<file path="src/hdl/tkd_pkg.sv">
// Package for the telnet terminal key decoder.
// Byte codes, key-event codes and the result beat type; no dependencies.
package tkd_pkg;

    localparam int BYTE_W  = 8;
    localparam int EVENT_W = 5;
    localparam int CHAR_W  = 7;

    // telnet command bytes
    localparam logic [BYTE_W-1:0] TN_IAC  = 8'hFF;
    localparam logic [BYTE_W-1:0] TN_DONT = 8'hFE;
    localparam logic [BYTE_W-1:0] TN_DO   = 8'hFD;
    localparam logic [BYTE_W-1:0] TN_WONT = 8'hFC;
    localparam logic [BYTE_W-1:0] TN_WILL = 8'hFB;
    localparam logic [BYTE_W-1:0] TN_SB   = 8'hFA;
    localparam logic [BYTE_W-1:0] TN_SE   = 8'hF0;

    // terminal bytes
    localparam logic [BYTE_W-1:0] CH_ESC    = 8'h1B;
    localparam logic [BYTE_W-1:0] CH_DEL    = 8'h7F;
    localparam logic [BYTE_W-1:0] CH_SPACE  = 8'h20;
    localparam logic [BYTE_W-1:0] CH_CTRL_W = 8'h17;
    localparam logic [BYTE_W-1:0] CH_CTRL_K = 8'h0B;
    localparam logic [BYTE_W-1:0] CH_LBRACK = 8'h5B;
    localparam logic [BYTE_W-1:0] CH_SS3    = 8'h4F;
    localparam logic [BYTE_W-1:0] CH_ZERO   = 8'h30;
    localparam logic [BYTE_W-1:0] CH_NINE   = 8'h39;
    localparam logic [BYTE_W-1:0] CH_SEMI   = 8'h3B;
    localparam logic [BYTE_W-1:0] CH_TILDE  = 8'h7E;

    typedef enum logic [EVENT_W-1:0] {
        EV_NONE       = 5'd0,
        EV_INSERT     = 5'd1,
        EV_ENTER      = 5'd2,
        EV_BACKSPACE  = 5'd3,
        EV_HOME       = 5'd4,
        EV_LEFT       = 5'd5,
        EV_CANCEL     = 5'd6,
        EV_EOF_DEL    = 5'd7,
        EV_END        = 5'd8,
        EV_RIGHT      = 5'd9,
        EV_TAB        = 5'd10,
        EV_KILL_END   = 5'd11,
        EV_CLEAR      = 5'd12,
        EV_HIST_NEXT  = 5'd13,
        EV_HIST_PREV  = 5'd14,
        EV_KILL_LINE  = 5'd15,
        EV_KILL_WORD  = 5'd16,
        EV_DELETE     = 5'd17
    } t_key_event;

    typedef struct packed {
        t_key_event              key_event;
        logic [CHAR_W-1:0]       key_char;
    } t_key_beat;

endpackage

</file>
<file path="src/hdl/tkd_if.sv">
// Valid/ready channel interfaces for the key decoder.
// Depends on tkd_pkg for field widths.
interface tkd_byte_if;
    logic                       valid;
    logic                       ready;
    logic [tkd_pkg::BYTE_W-1:0] rx_byte;

    modport source (output valid, output rx_byte, input ready);
    modport sink   (input valid, input rx_byte, output ready);
endinterface

interface tkd_key_if;
    logic                        valid;
    logic                        ready;
    logic [tkd_pkg::EVENT_W-1:0] key_event;
    logic [tkd_pkg::CHAR_W-1:0]  key_char;

    modport source (output valid, output key_event, output key_char, input ready);
    modport sink   (input valid, input key_event, input key_char, output ready);
endinterface

</file>
<file path="src/hdl/tkd_decoder.sv">
// Decode state machine: telnet stripping, escape parsing, key mapping.
// Depends on tkd_pkg and tkd_if; feeds tkd_out_buf.
module tkd_decoder #(
    parameter int PARAM_BUF_BYTES = 8
) (
    input  logic               i_clk,
    input  logic               i_rst_n,
    tkd_byte_if.sink           i_rx,
    input  logic               i_beat_ready,
    output logic               o_beat_valid,
    output tkd_pkg::t_key_beat o_beat
);
    import tkd_pkg::*;

    localparam int CNT_W = $clog2(PARAM_BUF_BYTES);
    localparam logic [CNT_W-1:0] CNT_MAX = CNT_W'(PARAM_BUF_BYTES - 1);

    typedef enum logic [2:0] {
        ST_IDLE, ST_ESC, ST_CSI, ST_IAC, ST_IAC_CMD, ST_SB, ST_SB_IAC
    } t_dec_state;

    t_dec_state       r_state, n_state;
    logic [CNT_W-1:0] r_count, n_count;
    logic [7:0]       r_value, n_value;
    logic             r_closed, n_closed;

    logic             accept;
    logic [7:0]       b;
    t_key_event       ev;
    logic [CHAR_W-1:0] ch;
    logic [11:0]      acc;

    assign i_rx.ready = i_beat_ready;
    assign accept     = i_rx.valid && i_rx.ready;
    assign b          = i_rx.rx_byte;
    assign acc        = {4'd0, r_value} * 12'd10 + {8'd0, b[3:0]};

    function automatic t_key_event idle_event(input logic [7:0] c);
        t_key_event e;
        e = EV_NONE;
        case (c)
            8'h0D, 8'h0A:    e = EV_ENTER;
            CH_DEL, 8'h08:   e = EV_BACKSPACE;
            8'h01:           e = EV_HOME;
            8'h02:           e = EV_LEFT;
            8'h03:           e = EV_CANCEL;
            8'h04:           e = EV_EOF_DEL;
            8'h05:           e = EV_END;
            8'h06:           e = EV_RIGHT;
            8'h09:           e = EV_TAB;
            CH_CTRL_K:       e = EV_KILL_END;
            8'h0C:           e = EV_CLEAR;
            8'h0E:           e = EV_HIST_NEXT;
            8'h10:           e = EV_HIST_PREV;
            8'h15:           e = EV_KILL_LINE;
            CH_CTRL_W:       e = EV_KILL_WORD;
            default: begin
                if (c >= CH_SPACE && c < CH_DEL) e = EV_INSERT;
            end
        endcase
        return e;
    endfunction

    function automatic t_key_event csi_final(input logic [7:0] c,
                                             input logic       has_param,
                                             input logic [7:0] val);
        t_key_event e;
        e = EV_NONE;
        case (c)
            8'h41: e = EV_HIST_PREV;   // A
            8'h42: e = EV_HIST_NEXT;   // B
            8'h43: e = EV_RIGHT;       // C
            8'h44: e = EV_LEFT;        // D
            8'h48: e = EV_HOME;        // H
            8'h46: e = EV_END;         // F
            CH_TILDE: begin
                if (has_param) begin
                    if (val == 8'd1)      e = EV_HOME;
                    else if (val == 8'd3) e = EV_DELETE;
                    else if (val == 8'd4) e = EV_END;
                end
            end
            default: e = EV_NONE;
        endcase
        return e;
    endfunction

    always_comb begin
        n_state  = r_state;
        n_count  = r_count;
        n_value  = r_value;
        n_closed = r_closed;
        ev       = EV_NONE;
        ch       = '0;
        case (r_state)
            ST_IAC: begin
                if (b == TN_WILL || b == TN_WONT || b == TN_DO || b == TN_DONT) begin
                    n_state = ST_IAC_CMD;
                end else if (b == TN_SB) begin
                    n_state = ST_SB;
                end else begin
                    n_state = ST_IDLE;   // IAC IAC and unknown commands
                end
            end
            ST_IAC_CMD: begin
                n_state = ST_IDLE;       // option byte swallowed
            end
            ST_SB: begin
                if (b == TN_IAC) n_state = ST_SB_IAC;
            end
            ST_SB_IAC: begin
                n_state = (b == TN_SE) ? ST_IDLE : ST_SB;
            end
            ST_ESC: begin
                if (b == TN_IAC) begin
                    n_state = ST_IAC;
                end else if (b == CH_LBRACK || b == CH_SS3) begin
                    n_state = ST_CSI;
                end else begin
                    n_state = ST_IDLE;
                end
            end
            ST_CSI: begin
                if (b == TN_IAC) begin
                    n_state = ST_IAC;
                end else if ((b >= CH_ZERO && b <= CH_NINE) || b == CH_SEMI) begin
                    if (r_count < CNT_MAX) begin
                        n_count = r_count + 1'b1;
                        if (b == CH_SEMI) begin
                            n_closed = 1'b1;
                        end else if (!r_closed) begin
                            n_value = (acc > 12'd255) ? 8'd255 : acc[7:0];
                        end
                    end
                end else begin
                    ev       = csi_final(b, r_count != '0, r_value);
                    n_state  = ST_IDLE;
                    n_count  = '0;
                    n_value  = '0;
                    n_closed = 1'b0;
                end
            end
            default: begin
                // idle, and the unused code behaves as idle
                if (b == TN_IAC) begin
                    n_state = ST_IAC;
                end else if (b == CH_ESC) begin
                    n_state  = ST_ESC;
                    n_count  = '0;
                    n_value  = '0;
                    n_closed = 1'b0;
                end else begin
                    n_state = ST_IDLE;
                    ev      = idle_event(b);
                    if (ev == EV_INSERT) ch = b[CHAR_W-1:0];
                end
            end
        endcase
    end

    always_ff @(posedge i_clk) begin
        if (!i_rst_n) begin
            r_state  <= ST_IDLE;
            r_count  <= '0;
            r_value  <= '0;
            r_closed <= 1'b0;
        end else if (accept) begin
            r_state  <= n_state;
            r_count  <= n_count;
            r_value  <= n_value;
            r_closed <= n_closed;
        end
    end

    assign o_beat_valid     = accept;
    assign o_beat.key_event = ev;
    assign o_beat.key_char  = ch;

    // non-insert events never carry a character
    a_char_only_on_insert: assert property (@(posedge i_clk) disable iff (!i_rst_n)
        o_beat_valid && o_beat.key_event != EV_INSERT |-> o_beat.key_char == '0)
        else $error("key_char set on a non-insert event");

    // ESC from idle starts a sequence with cleared parameters
    a_esc_clears: assert property (@(posedge i_clk) disable iff (!i_rst_n)
        accept && r_state == ST_IDLE && b == CH_ESC
        |=> r_state == ST_ESC && r_count == '0 && r_value == '0 && !r_closed)
        else $error("escape entry did not clear parameters");

    // parameter count saturates
    a_count_bound: assert property (@(posedge i_clk) disable iff (!i_rst_n)
        r_count <= CNT_MAX)
        else $error("parameter count past its limit");

endmodule

</file>
<file path="src/hdl/tkd_out_buf.sv">
// Two-entry result register: output stage plus skid entry.
// Depends on tkd_pkg and tkd_if.
module tkd_out_buf (
    input  logic               i_clk,
    input  logic               i_rst_n,
    input  logic               i_valid,
    input  tkd_pkg::t_key_beat i_beat,
    output logic               o_ready,
    tkd_key_if.source          o_key
);
    import tkd_pkg::*;

    logic      r_main_valid, r_skid_valid;
    t_key_beat r_main, r_skid;
    logic      pop;

    assign o_ready = !r_skid_valid;
    assign pop     = r_main_valid && o_key.ready;

    always_ff @(posedge i_clk) begin
        if (!i_rst_n) begin
            r_main_valid <= 1'b0;
            r_skid_valid <= 1'b0;
        end else if (pop || !r_main_valid) begin
            if (r_skid_valid) begin
                r_main_valid <= 1'b1;
                r_main       <= r_skid;
                r_skid_valid <= 1'b0;
            end else begin
                r_main_valid <= i_valid;
                r_main       <= i_beat;
            end
        end else if (i_valid) begin
            r_skid_valid <= 1'b1;
            r_skid       <= i_beat;
        end
    end

    assign o_key.valid     = r_main_valid;
    assign o_key.key_event = r_main.key_event;
    assign o_key.key_char  = r_main.key_char;

    a_skid_behind_main: assert property (@(posedge i_clk) disable iff (!i_rst_n)
        r_skid_valid |-> r_main_valid)
        else $error("skid entry held with empty output stage");

    // a beat taken with a stalled full output lands in the skid entry
    a_skid_fill: assert property (@(posedge i_clk) disable iff (!i_rst_n)
        i_valid && o_ready && r_main_valid && !o_key.ready |=> r_skid_valid)
        else $error("beat lost while output stalled");

endmodule

</file>
<file path="src/hdl/telnet_terminal_key_decoder.sv">
// Top level of the telnet terminal key decoder.
// Depends on tkd_pkg, tkd_if, tkd_decoder and tkd_out_buf.
//
// Takes one raw byte per beat on i_rx and gives exactly one key-event beat
// on o_key for each byte, in order. Telnet IAC commands (WILL/WONT/DO/DONT
// plus option, SB..IAC SE) are stripped, ESC [ and ESC O sequences are
// parsed with the leading CSI number saturated at 255, and control and
// printable bytes map to editing events; consumed bytes give event "none".
// Throughput is one byte per clock while i_rx.ready is high: the decode state
// machine updates in the cycle a byte is accepted and the event is registered
// in the output stage, or in the skid entry while o_key stalls. The result
// side is a two-entry register (output stage plus skid entry), so i_rx.ready
// stays high while one result waits and drops only when two are pending; it
// is a register, not a path from o_key.ready. With PARAM_BUF_BYTES (2..32),
// up to PARAM_BUF_BYTES - 1 CSI parameter bytes count; later ones are dropped.
module telnet_terminal_key_decoder #(
    parameter int PARAM_BUF_BYTES = 8
) (
    input  logic      i_clk,
    input  logic      i_rst_n,
    tkd_byte_if.sink  i_rx,
    tkd_key_if.source o_key
);
    import tkd_pkg::*;

    logic      beat_valid;
    logic      beat_ready;
    t_key_beat beat;

    tkd_decoder #(
        .PARAM_BUF_BYTES (PARAM_BUF_BYTES)
    ) u_decoder (
        .i_clk        (i_clk),
        .i_rst_n      (i_rst_n),
        .i_rx         (i_rx),
        .i_beat_ready (beat_ready),
        .o_beat_valid (beat_valid),
        .o_beat       (beat)
    );

    tkd_out_buf u_out_buf (
        .i_clk   (i_clk),
        .i_rst_n (i_rst_n),
        .i_valid (beat_valid),
        .i_beat  (beat),
        .o_ready (beat_ready),
        .o_key   (o_key)
    );

endmodule

</file>
<file path="src/flat_wrapper.sv">
// flat-port wrapper written by rule: the top's interface ports become plain ports
module telnet_terminal_key_decoder_flat import tkd_pkg::*;
#(
    parameter int PARAM_BUF_BYTES = 8
)
  (i_clk, i_rst_n, i_rx_valid, i_rx_rx_byte, i_rx_ready, o_key_valid, o_key_key_event, o_key_key_char, o_key_ready);
  tkd_byte_if i_rx_i ();
  tkd_key_if o_key_i ();
  input  logic i_clk;
  input  logic i_rst_n;
  input wire logic [$bits(i_rx_i.valid)-1:0] i_rx_valid;
  input wire logic [$bits(i_rx_i.rx_byte)-1:0] i_rx_rx_byte;
  output wire logic [$bits(i_rx_i.ready)-1:0] i_rx_ready;
  output wire logic [$bits(o_key_i.valid)-1:0] o_key_valid;
  output wire logic [$bits(o_key_i.key_event)-1:0] o_key_key_event;
  output wire logic [$bits(o_key_i.key_char)-1:0] o_key_key_char;
  input wire logic [$bits(o_key_i.ready)-1:0] o_key_ready;
  assign i_rx_i.valid = i_rx_valid;
  assign i_rx_i.rx_byte = i_rx_rx_byte;
  assign i_rx_ready = i_rx_i.ready;
  assign o_key_valid = o_key_i.valid;
  assign o_key_key_event = o_key_i.key_event;
  assign o_key_key_char = o_key_i.key_char;
  assign o_key_i.ready = o_key_ready;
  telnet_terminal_key_decoder #(.PARAM_BUF_BYTES(PARAM_BUF_BYTES)) u_core (.i_clk(i_clk), .i_rst_n(i_rst_n), .i_rx(i_rx_i), .o_key(o_key_i));
endmodule
</file>
<file path="config.mk">
export PLATFORM = sky130hd
export DESIGN_NAME = telnet_terminal_key_decoder_flat
export DESIGN_NICKNAME = d
export VERILOG_FILES = /design/src/hdl/tkd_pkg.sv /design/src/hdl/tkd_if.sv /design/src/hdl/tkd_decoder.sv /design/src/hdl/tkd_out_buf.sv /design/src/hdl/telnet_terminal_key_decoder.sv /design/src/flat_wrapper.sv
export SDC_FILE = /design/constraint.sdc
export NUM_CORES = 1
export LEC_CHECK = 0
export ABC_CLOCK_PERIOD_IN_PS = 3800
export BUFFER_PORTS_ARGS = -buffer_cell sky130_fd_sc_hd__buf_2
export CAP_MARGIN = 20
export CORE_MARGIN = 2
export CORE_UTILIZATION = 30
export CTS_BUF_LIST = sky130_fd_sc_hd__clkbuf_16
export DETAILED_ROUTE_END_ITERATION = 10
export MAX_ROUTING_LAYER = met4
export PLACE_DENSITY = 0.58
export SETUP_SLACK_MARGIN = 0.4
export SYNTH_ARGS = -nofsm -noshare
export SYNTH_HDL_FRONTEND = slang
export SYNTH_SLANG_ARGS = --single-unit
</file>
<file path="constraint.sdc">
create_clock -name i_clk -period 3.8 [get_ports i_clk]
set_clock_uncertainty 0.05 [all_clocks]
set_input_delay 0.95 -clock i_clk [delete_from_list [all_inputs] [get_ports i_clk]]
set_output_delay 0.95 -clock i_clk [all_outputs]
set_load 0.03 [all_outputs]
</file>
======== Word level (Yosys, flattened, before mapping) ========
Cells that the tools add are included.
operators by class
  equality and inequality tests ........... 51
  multipliers ............................. 1
  bitwise gates (word level) .............. 4
  shift operators ......................... 0
  divide/modulo/power cells ............... 0
  $lt $le $gt $ge ......................... 6
  add/sub/neg operators ................... 2
  multiplexer cells ....................... 54
  reductions and logical operators ........ 25
operator list
  kind                                                               count
  == test 8 x 7 -> 1 bit, second input constant                      10
  one-hot mux 5 bit (15 select lines)                                1
  2-to-1 mux 8 bit                                                   8
  == test 8 x 4 -> 1 bit, second input constant                      7
  == test 8 bit, second input constant                               7
  2-to-1 mux 5 bit                                                   10
  one-hot mux 5 bit (7 select lines)                                 1
  2-to-1 mux 3 bit                                                   11
  == test 8 x 3 -> 1 bit, second input constant                      4
  == test 8 x 5 -> 1 bit, second input constant                      4
  2-to-1 mux 7 bit                                                   4
  == test 8 x 2 -> 1 bit, second input constant                      3
  one-hot mux 3 bit (6 select lines)                                 1
  == test 8 x 1 -> 1 bit, second input constant                      2
  greater-or-equal comparator 8 x 6 -> 1 bit, second input constant  2
  one-hot mux 8 bit (2 select lines)                                 1
  != test 3 bit, second input constant                               5
  adder 12 x 4 -> 12 bit                                             1
  > comparator 12 x 8 -> 1 bit, second input constant                1
  2-to-1 mux 12 bit                                                  1
  multiplier 8 x 3 -> 11 bit, second input constant                  1
  one-hot mux 5 bit (2 select lines)                                 1
  == test 3 bit, second input constant                               3
  2-to-1 mux 1 bit                                                   9
  27 further kinds                                                   45
word-level totals
  memory bits (read-only) ................. 0
  input bits .............................. 12
  flip-flop bits (word level) ............. 41
  memories kept ........................... 0
  word-level logic and storage cells ...... 153
  bits in latches ......................... 0
  bits in writable memories ............... 0
  output and inout bits ................... 14

======== Logic depth before layout (Yosys ltp) ========
  word-level depth ........................ 13
  gate-level depth with buffers ........... 9
  mapped depth without buffers ............ 9

======== By module ========
A second synthesis with hierarchy kept.
second synthesis, totals
  cell total of the unflattened synthesis .. 324
  area total of the unflattened synthesis .. 3,078.0 µm²
modules (own cells, without submodules)
  module       area an instance (µm²)  instances  cells each  sequential area each (µm²)
  tkd_decoder  2,078.2                 1          276         300.3
  tkd_out_buf  999.7                   1          48          760.7

======== Worst setup path before layout ========
No wires, ideal clock.
  path type ............................... reg2reg
  start point ............................. register u_core.u_decoder.r_value[1]
  end point ............................... register u_core.u_decoder.r_value[2]
  path slack .............................. 0.885 ns
  period minus slack after synthesis ...... 2.915 ns
  setup time .............................. 0.122 ns
  arrival time ............................ 2.743 ns
  stages on the path, launching flop included .. 10
  cell sequence ........................... dfxtp_1 -> ha_1 -> ha_1 -> fa_1 -> xnor2_1 -> or2_2 -> nor4_1 -> mux2i_1 -> a21oi_4 -> a221o_1
between the ends
  longest elaborated chain between the ends .. 10
ends and longest elaborated chain
  item                                    RTL line            RTL
  start, declared                         tkd_decoder.sv:24   logic [7:0] r_value, n_value;
  start signal, assigned                  tkd_decoder.sv:170  r_value <= n_value;
  multiplier 8 x 3 -> 11 bit (*)          tkd_decoder.sv:36   assign acc = {4'd0, r_value} * 12'd10 + {8'd0, b[3:0]};
  adder 12 x 4 -> 12 bit (*)              tkd_decoder.sv:36
  > comparator 12 x 8 -> 1 bit            tkd_decoder.sv:132  n_value = (acc > 12'd255) ? 8'd255 : acc[7:0];
  2-to-1 mux 8 bit (*)                    tkd_decoder.sv:132
  2-to-1 mux 8 bit (*)                    tkd_decoder.sv:131  end else if (!r_closed) begin
  2-to-1 mux 8 bit (*)                    tkd_decoder.sv:129  if (b == CH_SEMI) begin
  2-to-1 mux 8 bit (*)                    tkd_decoder.sv:127  if (r_count < CNT_MAX) begin
  2-to-1 mux 8 bit (*)                    tkd_decoder.sv:126  end else if ((b >= CH_ZERO && b <= CH_NINE) || b == CH_SEMI) begin
  2-to-1 mux 8 bit (*)                    tkd_decoder.sv:124  if (b == TN_IAC) begin
  one-hot mux 8 bit (2 select lines) (*)  tkd_decoder.sv:95   case (r_state)
Every way passes the cells marked *; elsewhere a longest branch is shown, timed or not. The select of a mux whose other input is x is not followed.
A chain may end at the register's enable or synchronous reset.

======== Worst setup path in the final report ========
  start point ............................. register u_core.u_decoder.r_value[1]
  end point ............................... register u_core.u_decoder.r_value[6]
Same word-level chain as after synthesis.

==> metrics.cfg <==
[synth]
synth.area.top_cells=edfxtp_1 (24%), dfxtp_1 (11%), ha_1 (8.6%)
synth_top_area_share_pct=23.5
yosysWarningCount=0
synth_top_area_cell=edfxtp_1
yosysUniqueCellTypes=72
ys_seq_area_share_pct=34.7
syn_nets=359
synth_area_sq_um=3060
synthFlopType=edfxtp_1
ys_async_sr_fraction_pct=0
synth_area_per_cell_sq_um=9.45
ys_seq_elements=41
synthCells=324
synth_edf_count=24

[placement]
gp_congestion=0.892
place_area_sq_um=3280
port-buffer-count=25
post-place-ws_ps=606
dp_hpwl_um=5280

[cts]
htreeDepth=2
postCtsHoldBufs=0
cts_tree=done
clkTransAtPathRegs_ps=60
ctsRootBufferMaster=clkbuf_16
cts_buffers=5
clk_latency_ps=290
cts.path.max_buffers=2
cts.sinks=41

[power_and_ir_drop]
swShare_pct=25.1
power_density_nw_per_um2=325
power_leakage_uw=0.00132
p_int_uw=844
pwr-share-comb_pct=14.0
peakVddDrop_uv=157
seq_power_share_pct=43.5
p_switching_uw=282
clockPowerShare_pct=42.4

[detailed_routing]
drtIter0Drc=155
firstDrtPassIters=6
wl_per_cell_um=14.6
antenna_left=0
route.detailed.drc=0
via_per_inst=5.35
routed_wl_um=7020
num_vias=2564

[worst_setup_path]
reg2reg_depth=10
critical_path_arrival_ps=3200
endpoint_kind=register
reg2reg_to=u_core.u_decoder.r_value[6]
crit_end=u_core.u_decoder.r_value[6]
critPathLaunchType=register
path_class=register to register
r2r_slack_ps=720
r2r_start=u_core.u_decoder.r_value[1]
startpoint=u_core.u_decoder.r_value[1]
worst_ep_required_time_ps=3920
worstPathMaxFanout=7

[floorplanning]
die-area_sq_um=11000
io_pins=26
die_y_um=105
coreArea_sq_um=9820
fp-row-count=36
die_w_um=105
initial_core_util_pct=31.2

[final_layout]
diodes=0
design_area_sq_um=3470
syn_to_final_growth_pct=13.4
finalNetCount=380
fin_util_pct=35.3
final_cell_mix=nor2_1 (33), buf_2 (25), edfxtp_1 (24), nand2_1 (21), ha_1 (21)
layout_commonest_cell=nor2_1
fillers=1009
layout-drive-gt1-share_pct=19.4

[sta]
worst_pin_slew_ps=522
hold_viol=0
fmax_mhz=325
setup_viol=0
drv_slew=0
fin_crit_ps=3080
rsz0062_at_grt=false
slew-limit-headroom_pct=65.0
setup-tns-final_ps=0
fin_ws_ps=721
fin_crit_sh_pct=81.0

[run_status]
status=finished clean

[grt]
grt_pass1_vias=2463
grt_pass1_wl_um=11900
grt_use_total_pct=13.5
grt_max_degree=28
antenna_found_initial=0
grt_overflow=0

[hold_path]
hp-class=register to register

[job]
drv_cap=0

## per-layer routing
| metal | global-route usage (%) | wire [um] | vias up | share of wire, % |
|---|---|---|---|---|
| met4 | 3.71 | 116 | 0 | 1.7 |
| met1 | 17.7 | 3310 | 1206 | 47 |
| met2 | 21.6 | 3300 | 74 | 47 |
| met5 | - | 0 | - | 0 |
| met3 | 2.43 | 294 | 10 | 4.2 |
| li1 | - | - | 1274 | - |
## worst min-delay path by stage
stage	from	to	slack, ps	cells past startpoint
after global placement	u_core.u_decoder.r_count[0]	u_core.u_decoder.r_count[0]	450	2
after global routing	u_core.u_out_buf.r_skid_valid	u_core.u_out_buf.r_skid_valid	510	2
after floorplan	u_core.u_decoder.r_count[0]	u_core.u_decoder.r_count[0]	430	2
final	u_core.u_decoder.r_count[0]	u_core.u_decoder.r_count[0]	460	2
after CTS	u_core.u_decoder.r_count[0]	u_core.u_decoder.r_count[0]	460	2
after detailed placement	u_core.u_decoder.r_count[0]	u_core.u_decoder.r_count[0]	450	2
## synth_stat cells (all sizes together), types with 3 or more instances
master	instances
a211oi	4
a21o	4
a21oi	17
a221o	6
a31oi	8
and2	10
and3	4
buf	13
dfxtp	17
edfxtp	24
ha	21
inv	11
mux2	12
mux2i	4
nand2	21
nand2b	4
nand3	16
nand4	7
nor2	33
nor2b	6
nor3	8
nor4	3
nor4b	3
o21ai	15
o22ai	3
xnor2	6
xor2	3
## power by group through the flow
stage,logic (uW),registers (uW),clock network (uW)
global placement,156,500,0
finish,158,490,478
detailed placement,157,500,0
CTS,158,491,486
floorplan,96.0,520,0
global route,174,492,507
## registers in the layout, summed over array words and instances (netlist names)
name and flops:
u_core.u_decoder.r_count 3, u_core.u_decoder.r_closed 1, u_core.u_out_buf.o_key.key_event 5, u_core.u_decoder.r_state 3
u_core.u_decoder.r_value 8, u_core.u_out_buf.r_skid 12, u_core.u_out_buf.o_key.valid 1, u_core.u_out_buf.r_skid_valid 1
u_core.u_out_buf.o_key.key_char 7
## through the flow
stage | hold slack (ps) | power [uW] | std cells
after global placement | 451 | 656 | 469
after global routing | 506 | 1170 | 479
final | 461 | 1130 | 479
after CTS | 460 | 1130 | 477
after floorplan | 429 | 616 | 324
after detailed placement | 451 | 657 | 469
## cells by family after synthesis
logic type	after synthesis	share of synthesized area, %
AO/OA/AOI/OAI	80	19.4
XOR/XNOR	9	2.58
adder cells (fa/ha/maj)	23	9.89
buffers and inverters	28	4.29
flip-flops	41	34.7
multiplexers	16	5.72
AND/OR/NAND/NOR	127	23.4
## cell type report
cell class                      instances  area (sq um)  share of cell area [%]
Clock buffer                            5           125                    3.61
Multi-Input combinational cell        255          1870                    53.8
Clock inverter                          3          41.3                    1.19
Sequential cell                        41          1060                    30.6
Tap cell                              133           166                    4.80
Timing Repair Buffer                   29           159                    4.58
Inverter                               13          48.8                    1.41
## worst max-delay path, cell delays in order (launching register included)
cell and delay [ps]:
dfxtp_1 480, ha_1 280, ha_1 240, fa_1 430
xnor2_1 180, or2_2 320, nor4_1 280, mux2i_1 230
buf_4 150, a21oi_4 70, a221o_1 260
## what timing repair did
action | CTS | global route
buffers inserted | 0 | 1
endpoints found under the setup margin | 0 | 7
gates resized for setup | 0 | 0
No activity file was read; power rests on OpenSTA's default activity.
